<file path="config.mk">
export PLATFORM = sky130hd
export DESIGN_NAME = virtual_interrupt_state_unit
export DESIGN_NICKNAME = d
export VERILOG_FILES = /design/src/vis_pkg.sv /design/src/virtual_interrupt_state_unit.sv /design/src/vis_ffs.sv /design/src/vis_core.sv
export SDC_FILE = /design/constraint.sdc
export NUM_CORES = 1
export LEC_CHECK = 0
export ABC_AREA = 0
export BUFFER_PORTS_ARGS = -buffer_cell sky130_fd_sc_hd__buf_2
export CAP_MARGIN = 0
export CORE_UTILIZATION = 38
export CTS_CLUSTER_SIZE = 20
export DETAILED_ROUTE_END_ITERATION = 8
export PLACE_DENSITY = 0.5
export SETUP_SLACK_MARGIN = 0.1
export SYNTH_ARGS = -nofsm -noshare
export SYNTH_HDL_FRONTEND = slang
export SYNTH_SLANG_ARGS = --single-unit
</file>
<file path="constraint.sdc">
create_clock -name clk -period 4.9 [get_ports clk]
set_input_delay 0 -clock clk [delete_from_list [all_inputs] [get_ports clk]]
set_output_delay 0 -clock clk [all_outputs]
set_load 0.01 [all_outputs]
</file>
<file path="src/vis_pkg.sv">
// Package for the virtual interrupt state unit: operation codes, register
// indexes, field widths and the packed beat types of both channels.
// No dependencies.
package vis_pkg;

  localparam int NUM_IDS_DEF = 64;
  localparam int ID_W        = 10;
  localparam int VM_W        = 16;
  localparam int VCPU_W      = 7;
  localparam int CNT_W       = 11;
  localparam int CFG_W       = 16;
  localparam int CFG_IDX_W   = 2;

  typedef enum logic [1:0] {
    OP_INJECT  = 2'd0,
    OP_ENABLE  = 2'd1,
    OP_DISABLE = 2'd2,
    OP_ACK     = 2'd3
  } op_t;

  localparam logic [CFG_IDX_W-1:0] CFG_OWN_VM     = 2'd0;
  localparam logic [CFG_IDX_W-1:0] CFG_VCPU_LIMIT = 2'd1;
  localparam logic [CFG_IDX_W-1:0] CFG_PRIMARY_VM = 2'd2;

  typedef struct packed {
    op_t              operation;
    logic [ID_W-1:0]  intr_id;
    logic             fiq_kind;
    logic [VM_W-1:0]  caller_vm_id;
    logic             caller_is_target;
    logic [VM_W-1:0]  dest_vm_id;
    logic [VM_W-1:0]  dest_vcpu_index;
  } in_item_t;

  typedef struct packed {
    logic             status;
    logic             kick_primary;
    logic             wake_target;
    logic [ID_W-1:0]  ack_id;
    logic             ack_valid;
    logic [CNT_W-1:0] irq_pending_count;
    logic [CNT_W-1:0] fiq_pending_count;
  } out_item_t;

  typedef struct packed {
    logic [VM_W-1:0]   own_vm_id;
    logic [VCPU_W-1:0] vcpu_limit;
    logic [VM_W-1:0]   primary_vm_id;
  } cfg_t;

endpackage

</file>
<file path="src/virtual_interrupt_state_unit.sv">
// Top level of the virtual interrupt state unit: input and result registers,
// configuration registers and the vis_core state block. Depends on vis_pkg.
//
//   channel | ports                                | beat
//   --------+--------------------------------------+-------------------------
//   input   | in_valid, in_stall, in_data          | one in_item_t operation
//   result  | out_valid, out_stall, out_data       | one out_item_t per beat
//   config  | cfg_we, cfg_index, cfg_data          | one register write
//
// One beat in and one beat out per cycle unless the result stalls; each
// beat passes the input and result registers, the bitmap update done
// in one pass between them. Reset is synchronous on rst_n: bitmaps and
// tallies clear, configuration returns to 1, 1, 1. A stalled result holds
// the result register; the input register then holds and in_stall rises.
module virtual_interrupt_state_unit
  import vis_pkg::*;
#(
  parameter int NUM_IDS = NUM_IDS_DEF
) (
  input  logic                 clk,
  input  logic                 rst_n,
  input  logic                 in_valid,
  output logic                 in_stall,
  input  in_item_t             in_data,
  output logic                 out_valid,
  input  logic                 out_stall,
  output out_item_t            out_data,
  input  logic                 cfg_we,
  input  logic [CFG_IDX_W-1:0] cfg_index,
  input  logic [CFG_W-1:0]     cfg_data
);

  logic      in_valid_r;
  in_item_t  in_item_r;
  logic      out_valid_r;
  out_item_t out_item_r;
  cfg_t      cfg_r;
  out_item_t result;
  logic      advance;
  logic      fire;

  // The result register can take a new beat when empty or being drained
  assign advance  = !out_valid_r || !out_stall;
  assign fire     = in_valid_r && advance;
  assign in_stall = in_valid_r && !advance;

  assign out_valid = out_valid_r;
  assign out_data  = out_item_r;

  // Input register: load whenever it is not held by a stalled result
  always_ff @(posedge clk) begin
    if (!rst_n) begin
      in_valid_r <= 1'b0;
    end else if (!in_stall) begin
      in_valid_r <= in_valid;
    end
  end

  always_ff @(posedge clk) begin
    if (in_valid && !in_stall) begin
      in_item_r <= in_data;
    end
  end

  // Result register: advance with the update, hold while stalled
  always_ff @(posedge clk) begin
    if (!rst_n) begin
      out_valid_r <= 1'b0;
    end else if (advance) begin
      out_valid_r <= fire;
    end
  end

  always_ff @(posedge clk) begin
    if (fire) begin
      out_item_r <= result;
    end
  end

  // Configuration registers; writes are to arrive only while the unit is idle (the block does not enforce it)
  always_ff @(posedge clk) begin
    if (!rst_n) begin
      cfg_r.own_vm_id     <= VM_W'(1);
      cfg_r.vcpu_limit    <= VCPU_W'(1);
      cfg_r.primary_vm_id <= VM_W'(1);
    end else if (cfg_we) begin
      unique case (cfg_index)
        CFG_OWN_VM:     cfg_r.own_vm_id     <= cfg_data[VM_W-1:0];
        CFG_VCPU_LIMIT: cfg_r.vcpu_limit    <= cfg_data[VCPU_W-1:0];
        CFG_PRIMARY_VM: cfg_r.primary_vm_id <= cfg_data[VM_W-1:0];
        default: begin
        end
      endcase
    end
  end

  vis_core #(.NUM_IDS(NUM_IDS)) u_core (
    .clk    (clk),
    .rst_n  (rst_n),
    .fire   (fire),
    .item   (in_item_r),
    .cfg    (cfg_r),
    .result (result)
  );

  // A stalled result is never dropped
  a_hold_result: assert property (@(posedge clk) disable iff (!rst_n)
    out_valid && out_stall |=> out_valid)
    else $error("stalled result lost");

  // Kick and wake are exclusive
  a_kick_wake: assert property (@(posedge clk) disable iff (!rst_n)
    out_valid |-> !(out_data.kick_primary && out_data.wake_target))
    else $error("kick and wake both set");

  // An acknowledge never reports a rejection or a kick
  a_ack_clean: assert property (@(posedge clk) disable iff (!rst_n)
    out_valid && out_data.ack_valid |->
      !out_data.status && !out_data.kick_primary && !out_data.wake_target)
    else $error("acknowledge result mixed with inject flags");

  // Tallies stay within the id range
  a_tally_bound: assert property (@(posedge clk) disable iff (!rst_n)
    out_valid |-> (out_data.irq_pending_count <= CNT_W'(NUM_IDS)) &&
                  (out_data.fiq_pending_count <= CNT_W'(NUM_IDS)))
    else $error("pending tally beyond id range");

  // The input register holds while the result side is stalled
  a_input_hold: assert property (@(posedge clk) disable iff (!rst_n)
    in_valid_r && out_valid_r && out_stall |=> in_valid_r && $stable(in_item_r))
    else $error("input beat changed while held");

endmodule

</file>
<file path="src/vis_ffs.sv">
// Lowest-set-bit finder over the enabled-and-pending bitmap.
// Depends on nothing; width follows the N parameter.
module vis_ffs #(
  parameter int N     = 64,
  parameter int IDX_W = $clog2(N)
) (
  input  logic [N-1:0]     vec,
  output logic [N-1:0]     onehot,
  output logic [IDX_W-1:0] idx,
  output logic             found
);

  // Isolate the lowest set bit with one wide add, then encode it
  assign onehot = vec & (~vec + N'(1));
  assign found  = |vec;

  always_comb begin
    idx = '0;
    for (int i = 0; i < N; i++) begin
      if (onehot[i]) begin
        idx = idx | IDX_W'(i);
      end
    end
  end

endmodule

</file>
<file path="src/vis_core.sv">
// Bitmap and tally state of one vCPU with its single-pass update logic.
// Depends on vis_pkg and vis_ffs.
module vis_core
  import vis_pkg::*;
#(
  parameter int NUM_IDS = NUM_IDS_DEF
) (
  input  logic      clk,
  input  logic      rst_n,
  input  logic      fire,
  input  in_item_t  item,
  input  cfg_t      cfg,
  output out_item_t result
);

  localparam int IDX_W = $clog2(NUM_IDS);
  localparam int TW    = $clog2(NUM_IDS + 1);

  logic [NUM_IDS-1:0] enabled_r, enabled_nxt;
  logic [NUM_IDS-1:0] pending_r, pending_nxt;
  logic [NUM_IDS-1:0] fiq_type_r, fiq_type_nxt;
  logic [TW-1:0]      irq_tally_r, irq_tally_nxt;
  logic [TW-1:0]      fiq_tally_r, fiq_tally_nxt;

  logic [NUM_IDS-1:0] mask;
  logic               in_range;
  logic               hit_en, hit_pend, hit_fiq;
  logic               reject;
  logic [TW:0]        total;
  logic [NUM_IDS-1:0] ack_onehot;
  logic [IDX_W-1:0]   ack_idx;
  logic               ack_found;

  function automatic logic [TW-1:0] tally_inc(input logic [TW-1:0] t);
    return (t != TW'(NUM_IDS)) ? t + TW'(1) : t;
  endfunction

  function automatic logic [TW-1:0] tally_dec(input logic [TW-1:0] t);
    return (t != '0) ? t - TW'(1) : t;
  endfunction

  vis_ffs #(.N(NUM_IDS), .IDX_W(IDX_W)) u_ffs (
    .vec    (enabled_r & pending_r),
    .onehot (ack_onehot),
    .idx    (ack_idx),
    .found  (ack_found)
  );

  assign mask     = NUM_IDS'(1) << item.intr_id[IDX_W-1:0];
  assign in_range = {1'b0, item.intr_id} < (ID_W + 1)'(NUM_IDS);
  assign hit_en   = |(enabled_r & mask);
  assign hit_pend = |(pending_r & mask);
  assign hit_fiq  = |(fiq_type_r & mask);
  assign reject   = !in_range || (item.dest_vm_id != cfg.own_vm_id) ||
                    (item.dest_vcpu_index >= VM_W'(cfg.vcpu_limit)) ||
                    ((item.caller_vm_id != cfg.primary_vm_id) &&
                     (item.caller_vm_id != item.dest_vm_id));

  always_comb begin
    enabled_nxt   = enabled_r;
    pending_nxt   = pending_r;
    fiq_type_nxt  = fiq_type_r;
    irq_tally_nxt = irq_tally_r;
    fiq_tally_nxt = fiq_tally_r;
    total         = '0;
    result        = '0;
    unique case (item.operation)
      OP_INJECT: begin
        if (reject) begin
          result.status = 1'b1;
        end else begin
          if (hit_en && !hit_pend) begin
            if (hit_fiq) begin
              fiq_tally_nxt = tally_inc(fiq_tally_r);
            end else begin
              irq_tally_nxt = tally_inc(irq_tally_r);
            end
            total = {1'b0, irq_tally_nxt} + {1'b0, fiq_tally_nxt};
            // first enabled pending interrupt: get the target running
            if (total == (TW + 1)'(1)) begin
              if (item.caller_vm_id == cfg.primary_vm_id) begin
                result.kick_primary = 1'b1;
              end else if (!item.caller_is_target) begin
                result.wake_target = 1'b1;
              end
            end
          end
          pending_nxt = pending_r | mask;
        end
      end
      OP_ENABLE: begin
        if (!in_range) begin
          result.status = 1'b1;
        end else begin
          if (hit_pend && !hit_en) begin
            if (hit_fiq) begin
              fiq_tally_nxt = tally_inc(fiq_tally_r);
            end else begin
              irq_tally_nxt = tally_inc(irq_tally_r);
            end
          end
          enabled_nxt  = enabled_r | mask;
          fiq_type_nxt = item.fiq_kind ? (fiq_type_r | mask) : (fiq_type_r & ~mask);
        end
      end
      OP_DISABLE: begin
        if (!in_range) begin
          result.status = 1'b1;
        end else begin
          if (hit_pend && hit_en) begin
            if (hit_fiq) begin
              fiq_tally_nxt = tally_dec(fiq_tally_r);
            end else begin
              irq_tally_nxt = tally_dec(irq_tally_r);
            end
          end
          enabled_nxt  = enabled_r & ~mask;
          fiq_type_nxt = fiq_type_r & ~mask;
        end
      end
      OP_ACK: begin
        if (ack_found) begin
          pending_nxt = pending_r & ~ack_onehot;
          if (|(fiq_type_r & ack_onehot)) begin
            fiq_tally_nxt = tally_dec(fiq_tally_r);
          end else begin
            irq_tally_nxt = tally_dec(irq_tally_r);
          end
          result.ack_id    = ID_W'(ack_idx);
          result.ack_valid = 1'b1;
        end
      end
      default: begin
      end
    endcase
    result.irq_pending_count = CNT_W'(irq_tally_nxt);
    result.fiq_pending_count = CNT_W'(fiq_tally_nxt);
  end

  always_ff @(posedge clk) begin
    if (!rst_n) begin
      enabled_r   <= '0;
      pending_r   <= '0;
      fiq_type_r  <= '0;
      irq_tally_r <= '0;
      fiq_tally_r <= '0;
    end else if (fire) begin
      enabled_r   <= enabled_nxt;
      pending_r   <= pending_nxt;
      fiq_type_r  <= fiq_type_nxt;
      irq_tally_r <= irq_tally_nxt;
      fiq_tally_r <= fiq_tally_nxt;
    end
  end

endmodule
</file>
==> results.txt, run 1 <==
Status: finished, final reports clean
Highest-count cells in the layout ignoring fill and taps: nand2_1 (279), nand3_1 (254), dfxtp_1 (247)
Area of the multi-input gates: 11200 µm²
Routed WL: 90.9 mm
Gr usage total: 33.9%
CTS max path bufs: 3
Hold EP: in_item_r[37]$_DFFE_PP_
Die area: 52200 µm²
TritonCTS Buffers: 40
Routability congestion estimate from global placement: 1.03
Worst min-delay path class: primary input to flip-flop
Initial core utilization: 38.7%
Final period utilization: 94.9%
R2R setup slack: 250 ps
First-pass GRT wire length: 133 mm
Reg2reg end: out_data[12]$_DFFE_PP_
Register Area: 7530 µm²
Antenna-violating nets left: 0
Antenna violations before repair: 3
IO buf count: 110
Die Ht: 228 µm
Filler Cell Count: 5071
Per-cell routed wire length: 27.5 µm
Number of flops mapped to enable cells by yosys: 86
CP bufs+invs: 2
Fraction of registers with async set/reset: 0%
CP max stage delay: 650 ps
Critical path, cell by cell: buf_4 > nand2b_1 > nor2_1 > a2111oi_1 > buf_4 > nand4_1 > or4_4 > nand3b_4 > nor2_1 > mux2_2 > a221oi_1 > o311ai_1 > a21boi_0
Crit. End Element: flip-flop
Core ar.: 50400 µm²
CP arrival: 4960 ps
CP top delay family: simple AND/OR/NAND/NOR gates
CTS HTree Levels: 2
Syn Inst Count: 2445
Compound-Gate Fraction of Synth Area: 21.2%
Drt drc: 0
Largest fanout on the critical path: 10
Yosys warning count: 0
Largest family of logic cells by synthesized area: simple AND/OR/NAND/NOR gates
XOR/XNOR Fraction of Synth Area: 3.01%
Syn_area_per_cell: 7.97 µm²
Synthesized area: 19500 µm²
Multiplexer share of the synthesized area: 1.39%
Crit-path slowest cell: a2111oi_1
Worst path required time: 5220 ps
Pwr Total: 6800 µW
Final setup viols: 0
Worst reg2reg path depth: 13
Final HPWL DP: 66.6 mm
Pwr dens: 291 nW/µm²
Remaining global-route overflow: 0
Top FF cell, synth: dfxtp_1
Synth Area in Adders: 1.64%
Share of cells above drive strength 1: 12.3%
Area growth from synthesis to layout: 20.0%
Max Fclk: 215 MHz
Setup TNS: 0 ps
Final nets: 2718
Io pins: 123
Lkg Pwr: 0.00849 µW
RSZ-0062 raised after global routing: yes
FF-to-FF Start: in_item_r[50]$_DFFE_PP_
Die span in x: 228 µm
Fin. Hold Viols: 0
CTS clk-pin slew, worst paths: 60 ps
Worst Tran Pin Value: 1030 ps
Clk_skew: 34.7 ps
Num rows: 82
Total of max-cap violations: 0
Setup CP Type: flip-flop to flip-flop
Initial DRC count: 2669
Tmin final: 4650 ps
Most common cell after layout, fill and taps aside: nand2_1
Type of origin of the critical path: flip-flop
Netlist cell types: 87
Sink Count: 333
Critical hold path startpoint: in_data[37]
Vias: 21000
Seq cells post-synth: 333
Drt via density: 6.35
Largest net degree at the start of global routing: 85
Hold depth: 2
Worst VDD drop: 291 µV
Clk root buf: clkbuf_16
Vias in the first global route: 19400
Pins over their slew limit: 0
Drt pass-1 iters: 6
Non-Filler Instances: 3311
Worst rel slew slack: 30.1%
Register area share after synthesis: 38.6%
TritonCTS clock tree: done
Post-synthesis simple-gate area fraction: 29.2%
Dpl cells: 3144
Worst-Skew Late Latency: 600 ps
cell usage after synthesis, types with 17 or more instances:
cell,count,area (µm²)
a21oi_1,184,921
a22oi_1,76,571
a311oi_1,59,517
and2_1,38,238
and3_1,43,269
buf_2,18,90.1
buf_4,17,128
clkbuf_1,149,559
dfxtp_1,247,4940
edfxtp_1,86,2580
ha_1,24,300
inv_1,29,109
mux2i_1,18,180
nand2_1,280,1050
nand3_1,254,1270
nand4_1,116,726
nor2_1,235,882
nor3_1,29,145
nor4_1,35,219
o21a_1,38,285
o21ai_0,121,606
o31ai_1,17,128
xnor2_1,31,272
xor2_1,36,315
worst reg2reg max path, delay by kind of cell (launching register included):
family | cells | cell delay [ps]
flip-flops | 1 | 480
multiplexers | 1 | 370
AND/OR/NAND/NOR | 6 | 1780
buffers and inverters | 2 | 480
AO/OA/AOI/OAI | 4 | 1280
final cells by class:
class                   count  share of cell area, %
repair buffers            307                   9.87
clock buffers              51                   4.59
inverters                  31                  0.519
flip-flops and latches    333                   32.2
clock inverters            21                   1.29
diodes                      1                 0.0107
well taps                 672                   3.60
multi-input cells        1895                   47.9
layer usage:
| metal | vias to the layer above | track usage (%) | part of all wire [%] |
|---|---|---|---|
| met3 | 178 | 6.40 | 8.4 |
| met2 | 1013 | 50.5 | 43 |
| li1 | 9457 | - | - |
| met1 | 10400 | 48.2 | 45 |
| met5 | - | 0 | 0.10 |
| met4 | 4 | 12.7 | 3.8 |
where the power goes:
part | switching, µW | internal (µW)
Sequential | 101 | 2910
Clock | 1260 | 1830
Combinational | 452 | 243
Total | 1810 | 4990
kinds of logic (layout without fill, tap and decap cells):
| group | after synthesis | in the layout |
|---|---|---|
| AO/OA/AOI/OAI | 623 | 623 |
| adder cells (fa/ha/maj) | 25 | 25 |
| flip-flops | 333 | 333 |
| XOR/XNOR | 67 | 67 |
| buffers and inverters | 228 | 410 |
| multiplexers | 26 | 26 |
| other | 1 | 13 |
| AND/OR/NAND/NOR | 1142 | 1142 |
metrics by stage:
stage          utilization, %  cell area [µm²]  setup WS [ps]  hold slack, ps
5_1_grt                  46.4            23400           31.4            92.3
2_1_floorplan               -            19500            554            98.9
4_1_cts                  46.3            23300            173            75.0
3_3_place_gp             41.7            21000            116             177
6_report                 46.4            23400            251             112
3_5_place_dp             41.7            21000            187             178
worst max path at each step:
stage	start	end	slack, ps	cells past startpoint
finish	in_item_r[50]$_DFFE_PP_	out_data[12]$_DFFE_PP_	250	13
global route	in_item_r[52]$_DFFE_PP_	out_data[33]$_SDFFCE_PP0P_	30	16
CTS	in_item_r[51]$_DFFE_PP_	out_data[12]$_DFFE_PP_	170	12
detailed placement	in_item_r[51]$_DFFE_PP_	out_data[12]$_DFFE_PP_	190	12
global placement	in_item_r[51]$_DFFE_PP_	out_data[12]$_DFFE_PP_	120	12
floorplan	in_item_r[53]$_DFFE_PP_	out_data[33]$_SDFFCE_PP0P_	550	19
timing repair:
item / CTS / global route
setup buffers: 0 / 3
endpoints found under the setup margin: 0 / 7
gates resized for setup: 0 / 9
hold buffers: 91 / 0
endpoints found under the hold margin: 114 / 0
Note: power is estimated with default switching activity, not from simulation.
==> run 2: changes to the inputs <==
Settings changed: SYNTH_HIERARCHICAL set to 1.
Clock period 4.9 ns to 4.7 ns, I/O delays scaled along.
==> results.txt, run 2 <==
GR peak layer: met1
Seq cells post-synth: 345
Drt via density: 6.12
Type of origin of the critical path: flip-flop
CTS HTree Levels: 2
Largest family of logic cells by synthesized area: simple AND/OR/NAND/NOR gates
Drt pass-1 iters: 9
XOR/XNOR Fraction of Synth Area: 3.58%
CTS max path bufs: 3
Met2 usage: 52.3%
Num rows: 84
Worst Tran Pin Value: 1180 ps
Status: finished with violations
Pwr dens: 257 nW/µm²
Total of max-cap violations: 0
Setup TNS: -28.6 ps
Number of flops mapped to enable cells by yosys: 98
Global routing usage on met3: 8.75%
Worst path required time: 5100 ps
Compound-Gate Fraction of Synth Area: 17.7%
Worst VDD drop: 265 µV
Area growth from synthesis to layout: 35.1%
TritonCTS Buffers: 42
Vias in the first global route: 21100
Vias: 22900
Worst-Skew Late Latency: 610 ps
Routability congestion estimate from global placement: 1.12
Synth Area in Adders: 1.41%
Synthesized area: 20500 µm²
GR met1 Demand/Resource: 54.8%
Sink Count: 345
Clk_skew: 40.3 ps
First-pass GRT wire length: 149 mm
Fraction of registers with async set/reset: 0%
Netlist cell types: 95
Die Ht: 234 µm
IO buf count: 122
RSZ-0062 raised after global routing: yes
Die span in x: 234 µm
Most frequent cells after synthesis: nor2_1 (318), dfxtp_1 (247), nand2_1 (245)
Remaining global-route overflow: 0
Worst rel slew slack: 20.8%
Register area share after synthesis: 38.5%
Yosys top cell by area: dfxtp_1
Top FF cell, synth: dfxtp_1
Drt drc: 8
Hold WS: 42.7 ps
Share of cells above drive strength 1: 26.5%
Post-synthesis simple-gate area fraction: 30.0%
Synth top area share: 24.2%
Routed WL: 105 mm
Die area: 54800 µm²
Filler Cell Count: 5076
Core ar.: 52900 µm²
Tmin final: 4720 ps
Largest net degree at the start of global routing: 180
Fin. Hold Viols: 0
Io pins: 123
CP arrival: 5130 ps
Clk root buf: clkbuf_16
Worst min-delay path class: primary input to flip-flop
Initial DRC count: 3149
Multiplexer share of the synthesized area: 3.25%
Final HPWL DP: 79.6 mm
Syn Inst Count: 2484
Max Fclk: 212 MHz
Gr usage total: 37.7%
Setup CP Type: flip-flop to flip-flop
Antenna-violating nets left: 0
Per-cell routed wire length: 28.1 µm
Antenna violations before repair: 8
Pins over their slew limit: 0
Final nets: 3124
Yosys warning count: 6
Failing checks: design-rule violations, negative setup slack
Top cells by area, synth: dfxtp_1 (24%), edfxtp_1 (14%), nor2_1 (5.8%), nand3_1 (4.5%), nand2_1 (4.5%)
Highest-count cells in the layout ignoring fill and taps: buf_4 (435), nor2_1 (308), dfxtp_1 (246)
CTS clk-pin slew, worst paths: 70 ps
Lkg Pwr: 0.0112 µW
Final period utilization: 100%
Top-count cell post-synth: nor2_1
Final WS setup: -20.4 ps
TritonCTS clock tree: done
Initial core utilization: 38.7%
Crit. End Element: flip-flop
Final setup viols: 2
Largest fanout on the critical path: 9
Most common cell after layout, fill and taps aside: buf_4
Syn_area_per_cell: 8.24 µm²
[run 2: cell count changes in the layout (fill, tap and decap cells not counted), moves of 15 or more]
cell	before	now
and2_2	0	15
a21oi_1	184	169
buf_12	4	19
o21a_1	38	3
mux2i_1	18	53
nand2_1	279	242
inv_1	29	49
o21ai_0	121	30
nand4_1	116	79
buf_4	102	435
nor2_1	235	308
nand3_1	254	182
nor3_1	29	47
[run 2: per-stage QoR]
stage | setup WS (ps) | util (%) | power [µW] | area (µm²) | std cells
after floorplan | 101 | - | 3560 | 20500 | 2495
after global placement | -251 | 46.7 | 3820 | 24700 | 3546
after detailed placement | -196 | 46.7 | 3830 | 24700 | 3546
after CTS | 29.1 | 51.5 | 7140 | 27200 | 3721
after global routing | -288 | 52.3 | 7320 | 27600 | 3737
final | -20.4 | 52.3 | 7120 | 27700 | 3741
[run 2: per-layer routing]
metal,vias up,part of all wire [%]
li1,10200,-
met1,11100,44
met2,1386,40
met3,247,11
met4,2,4.7
met5,-,0.010
[run 2: cell type report]
| type | instances | area [µm²] | area share (%) |
|---|---|---|---|
| inverters | 54 | 208 | 0.751 |
| well taps | 688 | 861 | 3.11 |
| flip-flops and latches | 345 | 7890 | 28.5 |
| diodes | 4 | 10.0 | 0.0362 |
| clock buffers | 55 | 1120 | 4.05 |
| multi-input cells | 1903 | 12100 | 43.8 |
| clock inverters | 22 | 236 | 0.855 |
| repair buffers | 670 | 5210 | 18.8 |
[run 2: what timing repair did]
item | 4_1_cts | 5_1_grt
gates resized for setup | 52 | 83
pin swaps | 12 | 32
setup buffers | 12 | 16
hold buffers | 86 | 0
endpoints found under the setup margin | 28 | 30
hold endpoints to repair | 103 | 0
[run 2: power by group]
part | switching (µW) | total, µW | internal (µW)
sequential | 42.6 | 3170 | 3130
combinational | 416 | 688 | 272
clock | 1400 | 3260 | 1860
[run 2: logic make-up (layout without fill, tap and decap cells)]
logic type | Yosys count | after routing
xor gates and xnor gates | 82 | 82
DFF | 345 | 345
buffers and inverters | 247 | 801
AOI/OAI and AO/OA | 526 | 526
adders and majority gates | 23 | 23
and+or+nand+nor | 1195 | 1195
muxes | 65 | 65
other | 1 | 16
[run 2: final timing paths]
kind,startpoint,end,slack [ps],cells past startpoint
worst min-delay path,cfg_we,cfg_r[8]$_SDFFE_PN0P_,40,4
worst min register to register,cfg_r[18]$_SDFFE_PN0P_,cfg_r[18]$_SDFFE_PN0P_,460,2
worst max register to register,in_item_r[51]$_DFFE_PP_,out_data[34]$_DFFE_PP_,-20,19
worst max-delay path,in_item_r[51]$_DFFE_PP_,out_data[34]$_DFFE_PP_,-20,19
[run 2: critical path: stages, from the launching register on]
cell and delay (ps):
edfxtp_1 380, buf_6 150, buf_12 130, and3_1 150, o211ai_1 180, nand4_1 210
or4_4 610, or4_4 570, nand2_4 100, xnor2_2 110, ha_2 220, ha_4 140
a21oi_2 40, o31ai_2 300, nor2_1 80, mux2i_1 230, nor2_1 90, a2111oi_2 350
nand4_1 200, nor4b_2 300
